<file path="config.mk">
export PLATFORM = sky130hd
export DESIGN_NAME = i2c_master_transaction_engine
export DESIGN_NICKNAME = d
export VERILOG_FILES = /design/src/i2cm_pkg.sv /design/src/i2c_master_transaction_engine.sv /design/src/i2cm_step.sv
export SDC_FILE = /design/constraint.sdc
export NUM_CORES = 1
export LEC_CHECK = 0
export BUFFER_PORTS_ARGS = -buffer_cell sky130_fd_sc_hd__buf_4
export CAP_MARGIN = 5
export CORE_ASPECT_RATIO = 0.75
export CORE_MARGIN = 10
export CORE_UTILIZATION = 45
export DETAILED_ROUTE_END_ITERATION = 6
export GPL_TIMING_DRIVEN = 0
export PLACE_DENSITY_LB_ADDON = 0.08
export SLEW_MARGIN = 0
export SYNTH_ARGS = -nofsm -noshare
export SYNTH_HDL_FRONTEND = slang
export SYNTH_HIERARCHICAL = 1
export SYNTH_SLANG_ARGS = --single-unit
</file>
<file path="constraint.sdc">
create_clock -name clk -period 5.1 [get_ports clk]
set_clock_uncertainty 0.1 [all_clocks]
set_input_delay 0.765 -clock clk [delete_from_list [all_inputs] [get_ports clk]]
set_output_delay 0.765 -clock clk [all_outputs]
set_load 0.02 [all_outputs]
</file>
<file path="src/i2cm_pkg.sv">
// ----------------------------------------------------------------------------
// i2cm_pkg
// Shared types and codes for the I2C master transaction engine: item and
// result beats, engine state, phase, stage, operation, kind and status codes.
// ----------------------------------------------------------------------------
package i2cm_pkg;

    localparam logic [1:0] OP_TICK  = 2'd0;
    localparam logic [1:0] OP_START = 2'd1;
    localparam logic [1:0] OP_WBYTE = 2'd2;

    localparam logic [1:0] KIND_REG_WRITE = 2'd0;
    localparam logic [1:0] KIND_REG_READ  = 2'd1;
    localparam logic [1:0] KIND_RAW_WRITE = 2'd2;
    localparam logic [1:0] KIND_RAW_READ  = 2'd3;

    localparam logic [1:0] STATUS_OK      = 2'd0;
    localparam logic [1:0] STATUS_NO_ACK  = 2'd1;
    localparam logic [1:0] STATUS_ZERO_RD = 2'd2;

    localparam logic [4:0] PH_IDLE      = 5'd0;
    localparam logic [4:0] PH_START_A   = 5'd1;
    localparam logic [4:0] PH_START_B   = 5'd2;
    localparam logic [4:0] PH_TX_LOW    = 5'd3;
    localparam logic [4:0] PH_TX_HIGH   = 5'd4;
    localparam logic [4:0] PH_ACK_LOW   = 5'd5;
    localparam logic [4:0] PH_ACK_HIGH  = 5'd6;
    localparam logic [4:0] PH_LOAD      = 5'd7;
    localparam logic [4:0] PH_RS_PREP   = 5'd8;
    localparam logic [4:0] PH_RX_LOW    = 5'd9;
    localparam logic [4:0] PH_RX_HIGH   = 5'd10;
    localparam logic [4:0] PH_MACK_LOW  = 5'd11;
    localparam logic [4:0] PH_MACK_HIGH = 5'd12;
    localparam logic [4:0] PH_STOP_A    = 5'd13;
    localparam logic [4:0] PH_STOP_B    = 5'd14;
    localparam logic [4:0] PH_STOP_C    = 5'd15;

    localparam logic [1:0] STG_ADDR_W = 2'd0;
    localparam logic [1:0] STG_REG    = 2'd1;
    localparam logic [1:0] STG_DATA   = 2'd2;
    localparam logic [1:0] STG_ADDR_R = 2'd3;

    localparam logic [7:0] ACK_LIMIT_RESET = 8'd250;

    typedef struct packed {
        logic [1:0] operation;
        logic [1:0] kind;
        logic [6:0] device_address;
        logic [7:0] register_address;
        logic [7:0] length;
        logic [7:0] write_byte;
        logic       sda_in;
    } item_t;

    typedef struct packed {
        logic       scl_out;
        logic       sda_out;
        logic [7:0] read_byte;
        logic       read_valid;
        logic       need_data;
        logic       busy_res;
        logic       done_res;
        logic [1:0] status;
    } result_t;

    typedef struct packed {
        logic [4:0] phase;
        logic [3:0] bit_count;
        logic [7:0] shift_reg;
        logic [7:0] bytes_left;
        logic [7:0] ack_wait_count;
        logic [1:0] txn_kind;
        logic [6:0] target_addr;
        logic [7:0] target_reg;
        logic [7:0] pending_byte;
        logic       pending_valid;
        logic       scl_level;
        logic       sda_level;
        logic [1:0] stage;
        logic       fail;
    } engine_t;

endpackage

</file>
<file path="src/i2c_master_transaction_engine.sv">
// ----------------------------------------------------------------------------
// i2c_master_transaction_engine
// I2C master sequencer stepped one bus interval per tick beat, with register
// and raw read/write transactions, ACK polling and a single closing STOP.
//
//  channel | direction | handshake          | payload
//  cmd     | in        | cmd_valid/cmd_stall| i2cm_pkg::item_t
//  res     | out       | res_valid/res_stall| i2cm_pkg::result_t
//  cfg     | in        | cfg_valid/cfg_ready| ack_poll_limit, 8 bits
//
// One item per cycle while cmd_stall is low. Combinational step logic lies between
// the engine state register and the result register, backed by a one-beat skid
// stage that catches a result beat while res_stall holds the output.
// Reset: phase idle, bus released, ack_poll_limit 250, no beat held.
// cmd_stall is high only while the skid stage holds a beat.
// ----------------------------------------------------------------------------
module i2c_master_transaction_engine (
    input  logic              clk,
    input  logic              rst_n,
    input  logic              cmd_valid,
    output logic              cmd_stall,
    input  i2cm_pkg::item_t   cmd,
    output logic              res_valid,
    input  logic              res_stall,
    output i2cm_pkg::result_t res,
    input  logic              cfg_valid,
    output logic              cfg_ready,
    input  logic [7:0]        cfg_data
);
    import i2cm_pkg::*;

    engine_t    eng_reg;
    engine_t    eng_next;
    result_t    step_res;
    result_t    res_reg;
    result_t    skid_reg;
    logic       res_valid_reg;
    logic       skid_valid_reg;
    logic [7:0] limit_reg;
    logic       accept;
    logic       take;

    i2cm_step u_step (
        .cur            (eng_reg),
        .item           (cmd),
        .ack_poll_limit (limit_reg),
        .nxt            (eng_next),
        .res            (step_res)
    );

    assign cmd_stall = skid_valid_reg;
    assign cfg_ready = 1'b1;
    assign res_valid = res_valid_reg;
    assign res       = res_reg;
    assign accept    = cmd_valid && !skid_valid_reg;
    assign take      = res_valid_reg && !res_stall;

    always_ff @(posedge clk or negedge rst_n)
    begin
        if (!rst_n)
        begin
            eng_reg        <= '{phase:          PH_IDLE,
                                bit_count:      4'd0,
                                shift_reg:      8'd0,
                                bytes_left:     8'd0,
                                ack_wait_count: 8'd0,
                                txn_kind:       2'd0,
                                target_addr:    7'd0,
                                target_reg:     8'd0,
                                pending_byte:   8'd0,
                                pending_valid:  1'b0,
                                scl_level:      1'b1,
                                sda_level:      1'b1,
                                stage:          STG_ADDR_W,
                                fail:           1'b0};
            limit_reg      <= ACK_LIMIT_RESET;
            res_valid_reg  <= 1'b0;
            skid_valid_reg <= 1'b0;
        end
        else
        begin
            if (cfg_valid && cfg_ready)
            begin
                limit_reg <= cfg_data;
            end
            if (accept)
            begin
                eng_reg <= eng_next;
            end
            if (take || !res_valid_reg)
            begin
                if (skid_valid_reg)
                begin
                    res_reg        <= skid_reg;
                    skid_valid_reg <= 1'b0;
                end
                else if (accept)
                begin
                    res_reg       <= step_res;
                    res_valid_reg <= 1'b1;
                end
                else
                begin
                    res_valid_reg <= 1'b0;
                end
            end
            else if (accept)
            begin
                skid_reg       <= step_res;
                skid_valid_reg <= 1'b1;
            end
        end
    end

    a_skid_behind_out: assert property (@(posedge clk) disable iff (!rst_n)
        skid_valid_reg |-> res_valid_reg)
        else $error("skid beat held without an output beat");

    a_done_idle: assert property (@(posedge clk) disable iff (!rst_n)
        (res_valid_reg && res_reg.done_res) |-> !res_reg.busy_res)
        else $error("done reported while still busy");

    a_read_busy: assert property (@(posedge clk) disable iff (!rst_n)
        (res_valid_reg && res_reg.read_valid) |-> res_reg.busy_res)
        else $error("read byte reported outside a transaction");

    a_status_done: assert property (@(posedge clk) disable iff (!rst_n)
        (res_valid_reg && res_reg.status != STATUS_OK) |-> res_reg.done_res)
        else $error("error status without done");

endmodule

</file>
<file path="src/i2cm_step.sv">
// ----------------------------------------------------------------------------
// i2cm_step
// Next-state and result logic for one item: advances the bus sequencer by
// one tick, starts a transaction when idle, or latches a write byte.
// ----------------------------------------------------------------------------
module i2cm_step (
    input  i2cm_pkg::engine_t cur,
    input  i2cm_pkg::item_t   item,
    input  logic [7:0]        ack_poll_limit,
    output i2cm_pkg::engine_t nxt,
    output i2cm_pkg::result_t res
);
    import i2cm_pkg::*;

    logic [7:0] bl_dec;
    logic [3:0] bit_inc;
    logic       rv;
    logic       done;
    logic [1:0] st;

    assign bl_dec  = cur.bytes_left - 8'd1;
    assign bit_inc = cur.bit_count + 4'd1;

    always_comb
    begin
        nxt  = cur;
        rv   = 1'b0;
        done = 1'b0;
        st   = STATUS_OK;

        case (item.operation)
            OP_TICK:
            begin
                case (cur.phase)
                    PH_IDLE:
                    begin
                        nxt.scl_level = 1'b1;
                        nxt.sda_level = 1'b1;
                    end
                    PH_START_A:
                    begin
                        nxt.scl_level = 1'b1;
                        nxt.sda_level = 1'b1;
                        nxt.phase     = PH_START_B;
                    end
                    PH_START_B:
                    begin
                        nxt.scl_level = 1'b1;
                        nxt.sda_level = 1'b0;
                        nxt.bit_count = 4'd0;
                        nxt.phase     = PH_TX_LOW;
                    end
                    PH_TX_LOW:
                    begin
                        nxt.scl_level = 1'b0;
                        nxt.sda_level = cur.shift_reg[7];
                        nxt.phase     = PH_TX_HIGH;
                    end
                    PH_TX_HIGH:
                    begin
                        nxt.scl_level = 1'b1;
                        nxt.sda_level = cur.shift_reg[7];
                        nxt.shift_reg = {cur.shift_reg[6:0], 1'b0};
                        nxt.bit_count = bit_inc;
                        nxt.phase     = (bit_inc >= 4'd8) ? PH_ACK_LOW : PH_TX_LOW;
                    end
                    PH_ACK_LOW:
                    begin
                        nxt.scl_level      = 1'b0;
                        nxt.sda_level      = 1'b1;
                        nxt.ack_wait_count = 8'd0;
                        nxt.phase          = PH_ACK_HIGH;
                    end
                    PH_ACK_HIGH:
                    begin
                        nxt.scl_level = 1'b1;
                        nxt.sda_level = 1'b1;
                        if (!item.sda_in)
                        begin
                            case (cur.stage)
                                STG_ADDR_W:
                                begin
                                    if (cur.txn_kind == KIND_REG_WRITE
                                        || cur.txn_kind == KIND_REG_READ)
                                    begin
                                        nxt.shift_reg = cur.target_reg;
                                        nxt.stage     = STG_REG;
                                        nxt.bit_count = 4'd0;
                                        nxt.phase     = PH_TX_LOW;
                                    end
                                    else
                                    begin
                                        nxt.stage = STG_DATA;
                                        nxt.phase = (cur.bytes_left == 8'd0)
                                                    ? PH_STOP_A : PH_LOAD;
                                    end
                                end
                                STG_REG:
                                begin
                                    if (cur.txn_kind == KIND_REG_READ)
                                    begin
                                        nxt.shift_reg = {cur.target_addr, 1'b1};
                                        nxt.stage     = STG_ADDR_R;
                                        nxt.phase     = PH_RS_PREP;
                                    end
                                    else
                                    begin
                                        nxt.stage = STG_DATA;
                                        nxt.phase = (cur.bytes_left == 8'd0)
                                                    ? PH_STOP_A : PH_LOAD;
                                    end
                                end
                                STG_DATA:
                                begin
                                    nxt.bytes_left = bl_dec;
                                    nxt.phase = (bl_dec == 8'd0) ? PH_STOP_A : PH_LOAD;
                                end
                                default:
                                begin
                                    if (cur.bytes_left == 8'd0)
                                    begin
                                        nxt.phase = PH_STOP_A;
                                    end
                                    else
                                    begin
                                        nxt.bit_count = 4'd0;
                                        nxt.phase     = PH_RX_LOW;
                                    end
                                end
                            endcase
                        end
                        else if (cur.ack_wait_count >= ack_poll_limit)
                        begin
                            nxt.fail  = 1'b1;
                            nxt.phase = PH_STOP_A;
                        end
                        else
                        begin
                            nxt.ack_wait_count = cur.ack_wait_count + 8'd1;
                        end
                    end
                    PH_LOAD:
                    begin
                        nxt.scl_level = 1'b0;
                        nxt.sda_level = 1'b1;
                        if (cur.pending_valid)
                        begin
                            nxt.shift_reg     = cur.pending_byte;
                            nxt.pending_valid = 1'b0;
                            nxt.bit_count     = 4'd0;
                            nxt.phase         = PH_TX_LOW;
                        end
                    end
                    PH_RS_PREP:
                    begin
                        nxt.scl_level = 1'b0;
                        nxt.sda_level = 1'b1;
                        nxt.phase     = PH_START_A;
                    end
                    PH_RX_LOW:
                    begin
                        nxt.scl_level = 1'b0;
                        nxt.sda_level = 1'b1;
                        nxt.phase     = PH_RX_HIGH;
                    end
                    PH_RX_HIGH:
                    begin
                        nxt.scl_level = 1'b1;
                        nxt.sda_level = 1'b1;
                        nxt.shift_reg = {cur.shift_reg[6:0], item.sda_in};
                        nxt.bit_count = bit_inc;
                        if (bit_inc >= 4'd8)
                        begin
                            rv        = 1'b1;
                            nxt.phase = PH_MACK_LOW;
                        end
                    end
                    PH_MACK_LOW:
                    begin
                        nxt.scl_level = 1'b0;
                        nxt.sda_level = (cur.bytes_left <= 8'd1);
                        nxt.phase     = PH_MACK_HIGH;
                    end
                    PH_MACK_HIGH:
                    begin
                        nxt.scl_level  = 1'b1;
                        nxt.sda_level  = (cur.bytes_left <= 8'd1);
                        nxt.bytes_left = bl_dec;
                        if (bl_dec == 8'd0)
                        begin
                            nxt.phase = PH_STOP_A;
                        end
                        else
                        begin
                            nxt.bit_count = 4'd0;
                            nxt.phase     = PH_RX_LOW;
                        end
                    end
                    PH_STOP_A:
                    begin
                        nxt.scl_level = 1'b0;
                        nxt.sda_level = 1'b0;
                        nxt.phase     = PH_STOP_B;
                    end
                    PH_STOP_B:
                    begin
                        nxt.scl_level = 1'b1;
                        nxt.sda_level = 1'b0;
                        nxt.phase     = PH_STOP_C;
                    end
                    PH_STOP_C:
                    begin
                        nxt.scl_level = 1'b1;
                        nxt.sda_level = 1'b1;
                        nxt.phase     = PH_IDLE;
                        done          = 1'b1;
                        st            = cur.fail ? STATUS_NO_ACK : STATUS_OK;
                        nxt.fail      = 1'b0;
                    end
                    default:
                    begin
                        nxt.scl_level = 1'b1;
                        nxt.sda_level = 1'b1;
                        nxt.phase     = PH_IDLE;
                        nxt.fail      = 1'b0;
                    end
                endcase
            end
            OP_START:
            begin
                if (cur.phase == PH_IDLE)
                begin
                    nxt.pending_valid = 1'b0;
                    if (item.kind == KIND_RAW_READ && item.length == 8'd0)
                    begin
                        done = 1'b1;
                        st   = STATUS_ZERO_RD;
                    end
                    else
                    begin
                        nxt.txn_kind       = item.kind;
                        nxt.target_addr    = item.device_address;
                        nxt.target_reg     = item.register_address;
                        nxt.bytes_left     = item.length;
                        nxt.fail           = 1'b0;
                        nxt.ack_wait_count = 8'd0;
                        nxt.bit_count      = 4'd0;
                        nxt.stage = (item.kind == KIND_RAW_READ) ? STG_ADDR_R : STG_ADDR_W;
                        nxt.shift_reg = {item.device_address, item.kind == KIND_RAW_READ};
                        nxt.phase = PH_START_A;
                    end
                end
            end
            OP_WBYTE:
            begin
                nxt.pending_byte  = item.write_byte;
                nxt.pending_valid = 1'b1;
            end
            default:
            begin
                nxt = cur;
            end
        endcase

        res.scl_out    = nxt.scl_level;
        res.sda_out    = nxt.sda_level;
        res.read_byte  = rv ? nxt.shift_reg : 8'd0;
        res.read_valid = rv;
        res.need_data  = (nxt.phase == PH_LOAD) && !nxt.pending_valid;
        res.busy_res   = (nxt.phase != PH_IDLE);
        res.done_res   = done;
        res.status     = st;
    end

endmodule
</file>
==> results.txt <==
The flow ran to the end, and the final reports show no timing, DRC or antenna violations. The share of synthesized flip-flops with an asynchronous set or reset is between 60% and 70%. The final wirelength came out at 19100 um. The floorplan step defined a die boundary enclosing 0.0209 sq mm. The total clock buffers created by CTS came out at 9. The number of levels the H-tree was split into came out at 3. Entering global routing, the biggest net connects 77 pins. CTS saw 106 sinks. The data arrival time of the worst path is 3.64 ns. The area of the placeable core is about 0.015 sq mm. The number of iterations in the first detailed-routing pass is 5. In the finished design, the share of the clock period the worst path needs comes to 71.0%.

Hold timing on the final database bottoms out at a slack of 0.408 ns. The fraction of the yosys area taken by sequential cells came out at 40.6%. The final-stage net count came out at between 700 and 800. The starting density of the core is 45.9%.

The synthesized area per cell is 10.8 sq um. The per-cell via count in the routed design is between 5 and 6. The worst setup path is captured at a register.

The worst-skew pair later-pin latency came out at 0.36 ns. In the detailed route, the total length drawn on met3 is 1590 um. The share of total power in the clock network is 19.4%. The largest vdd supply drop is around 0.24 mV. The number of antenna diodes in the final layout is 0. Synthesis produced 646 cells. TritonCTS built the clock tree. The fraction of final layout cells sized beyond drive strength 1 is 33.2%. In the final routed layout, each cell accounts on average for 20.5 um. The path class of the tightest hold or removal check is register to register. The global placer's final weighted congestion came out at 0.928. The count of antenna-violating nets left after detailed routing is 0.

Post-CTS timing repair inserted 0 buffers for setup. The critical-path maximum fanout came out at 10. The pre-CTS setup slack came out at 1.24 ns.

The remaining global-route overflow came out at 0. The met1 wire length is 9370 um. Among all flip-flop cells after synthesis, the most frequent one is dfrtp_1. Global routing used a little under a fifth of the available tracks. The number of distinct library cells after synthesis is 82. The via count of the first global-routing pass was between 5000 and 6000. The post-CTS resize count is 0.

The global-route wire length before repair is just over 30000 um. The setup total negative slack came out at 0 ns. The maximum frequency from static timing analysis is 276 MHz. The number of antenna violations at the first check in global routing came out at 0. After clock tree synthesis, the clock-pin slew on the worst setup and hold paths is 0.08 ns. The met2 wire length is 7840 um.

The switching power total came out at 1430 uW. The final setup violation count came out at 0. The die width came out at ~160 um. The final routed DRC violation total is 0. The setup slack of the critical path after layout came out at between 1 and 1.5 ns. The count of hold-fix buffers inserted at cts came out at 0. The root cell of the clock tree is clkbuf_16.

The via count came out at 5429. The longest clock path from root to sink contains 2 buffers. Per report_power, the combinational group accounts for between 40 and 50% of the total. The area added between synthesis and finish came out at 15.0%.

At the worst endpoint, the required time is between 5 and 6 ns. The actual slew at the worst max-slew pin is 1.07 ns. The analysis attributes to cell leakage a power of 0.00345 uW. Subtracting the final worst setup slack from the clock period gives around 3.6 ns. After synthesis the netlist holds a flip-flop and latch count of between 100 and 150.

The share of power burned in registers came out at 35.8%. The cell area power density is 467 mW/mm^2. The placed wire-length estimate came out at around 14000 um. When the netlist entered floorplanning its net count stood at 711.

The switching fraction of total power is 38.2%. The critical path startpoint category is an input port. Buffers placed on the I/O ports in this run total 64. The number of core rows came out at 39. The design internal power came out at roughly 2300 uW. The combined area of the multi-input logic cells came out at 0.00373 sq mm.

The final number of max-transition violations is 0. Setup repair after global routing left no endpoint under its margin. The count of max-cap constraint violations is 0.

The footprint of the flip-flops and latches came out at 0.00282 sq mm. The final hold violation count is 0. The filler cell count in the final layout came out at 1345. The class of the most critical setup path is input port to register.

The number of synthesis warnings came out at 6. The first routing iteration left 555 violations. The post-synthesis cell area is 0.00696 sq mm. Measured along the y axis, the die boundary spans ~130 um. The utilization after layout came out at 52.7%.

The detailed router used layers up to and including met4. The flip-flop count of the largest register, all copies and words added is 64. The headroom to the max-slew limit came out at 27.8%.

The number of enable-type register cells in the synthesized netlist came out at 32. Pin placement for this block handled between 60 and 70 I/O pins.
==> routing by layer <==
| metal | vias to the layer above | track usage [%] |
|---|---|---|
| met3 | 22 | 5.33 |
| met2 | 204 | 25.0 |
| li1 | 2559 | - |
| met5 | - | 0 |
| met1 | 2644 | 27.3 |
| met4 | 0 | 4.67 |
==> power groups by stage <==
stage	clock, uW	sequential [uW]	combinational, uW
5_1_grt	787	1370	1830
4_1_cts	743	1330	1650
3_3_place_gp	0	1330	1620
6_report	724	1340	1670
2_1_floorplan	0	1270	1270
3_5_place_dp	0	1350	1640
==> per-stage QoR <==
stage / std cells / area [sq um] / total power (uW)
final: 931 / 8000 / 3740
after global routing: 931 / 8000 / 3980
after CTS: 931 / 8000 / 3730
after detailed placement: 915 / 7700 / 2990
after global placement: 915 / 7700 / 2950
after floorplan: 646 / 6960 / 2540
==> worst paths after layout <==
path / start / end / slack (ns) / cells after the start
max: cmd[34] / res[7]$_DFFE_PP_ / 1.48 / 9
min: eng_reg[44]$_DFFE_PN0P_ / eng_reg[44]$_DFFE_PN0P_ / 0.41 / 1
max reg2reg: eng_reg[63]$_DFFE_PN0P_ / res[6]$_DFFE_PP_ / 1.49 / 7
min reg2reg: eng_reg[44]$_DFFE_PN0P_ / eng_reg[44]$_DFFE_PN0P_ / 0.41 / 1
max in group asynchronous: rst_n / eng_reg[33]$_DFFE_PN0P_ / 3.79 / 1
min in group asynchronous: rst_n / eng_reg[12]$_DFFE_PN0P_ / 0.46 / 1
==> cells by family after synthesis <==
| family | after synthesis | share of synthesized area (%) |
|---|---|---|
| fa+ha+maj | 16 | 2.88 |
| xor+xnor | 5 | 0.629 |
| buf+inv | 70 | 5.77 |
| other cells | 1 | 0.0539 |
| compound gates | 144 | 14.9 |
| flops | 106 | 40.6 |
| simple gates | 186 | 14.2 |
| mux | 118 | 21.1 |
==> cells in the mapped netlist (10+ instances only) <==
| cell | instances | area [sq um] |
|---|---|---|
| ha_1 | 16 | 200 |
| nand2_1 | 47 | 176 |
| dfrtp_1 | 66 | 1650 |
| and2_1 | 13 | 81.3 |
| a21oi_1 | 30 | 150 |
| edfxtp_1 | 32 | 961 |
| clkbuf_1 | 15 | 56.3 |
| mux2_2 | 75 | 845 |
| inv_1 | 26 | 97.6 |
| mux2_4 | 38 | 571 |
| nor3_1 | 14 | 70.1 |
| o21ai_0 | 27 | 135 |
| buf_4 | 10 | 75.1 |
| nor2_1 | 44 | 165 |
==> layout make-up <==
cell class / instances / share of cell area [%]
well taps: 205 / 3.21
repair buffers: 64 / 6.00
clock buffers: 10 / 2.86
plain buffers: 43 / 3.75
clock inverters: 6 / 0.954
multi-input cells: 470 / 46.7
inverters: 27 / 1.27
flip-flops and latches: 106 / 35.3
==> cells in the final DEF (no fill, tap or decap), drive strengths merged, types with 7 or more instances in the layout <==
cell type  instances
mux2             113
buf               91
dfrtp             66
nand2             47
nor2              45
edfxtp            32
o21ai             31
a21oi             30
inv               27
clkbuf            26
nor3              17
ha                16
and2              13
nand2b             9
a22o               9
a221o              9
dfstp              8
nor4               8
and3               7
a222oi             7
nor2b              7
==> worst max-delay path, cell delays in order <==
cell,delay (ns)
clkbuf_1,0.32
or2_2,0.19
clkbuf_1,0.41
clkbuf_1,0.58
clkbuf_1,0.55
nor2_1,0.11
a21oi_1,0.31
nor2_1,0.13
mux2_2,0.27
No activity file was read; power rests on OpenSTA's default activity.
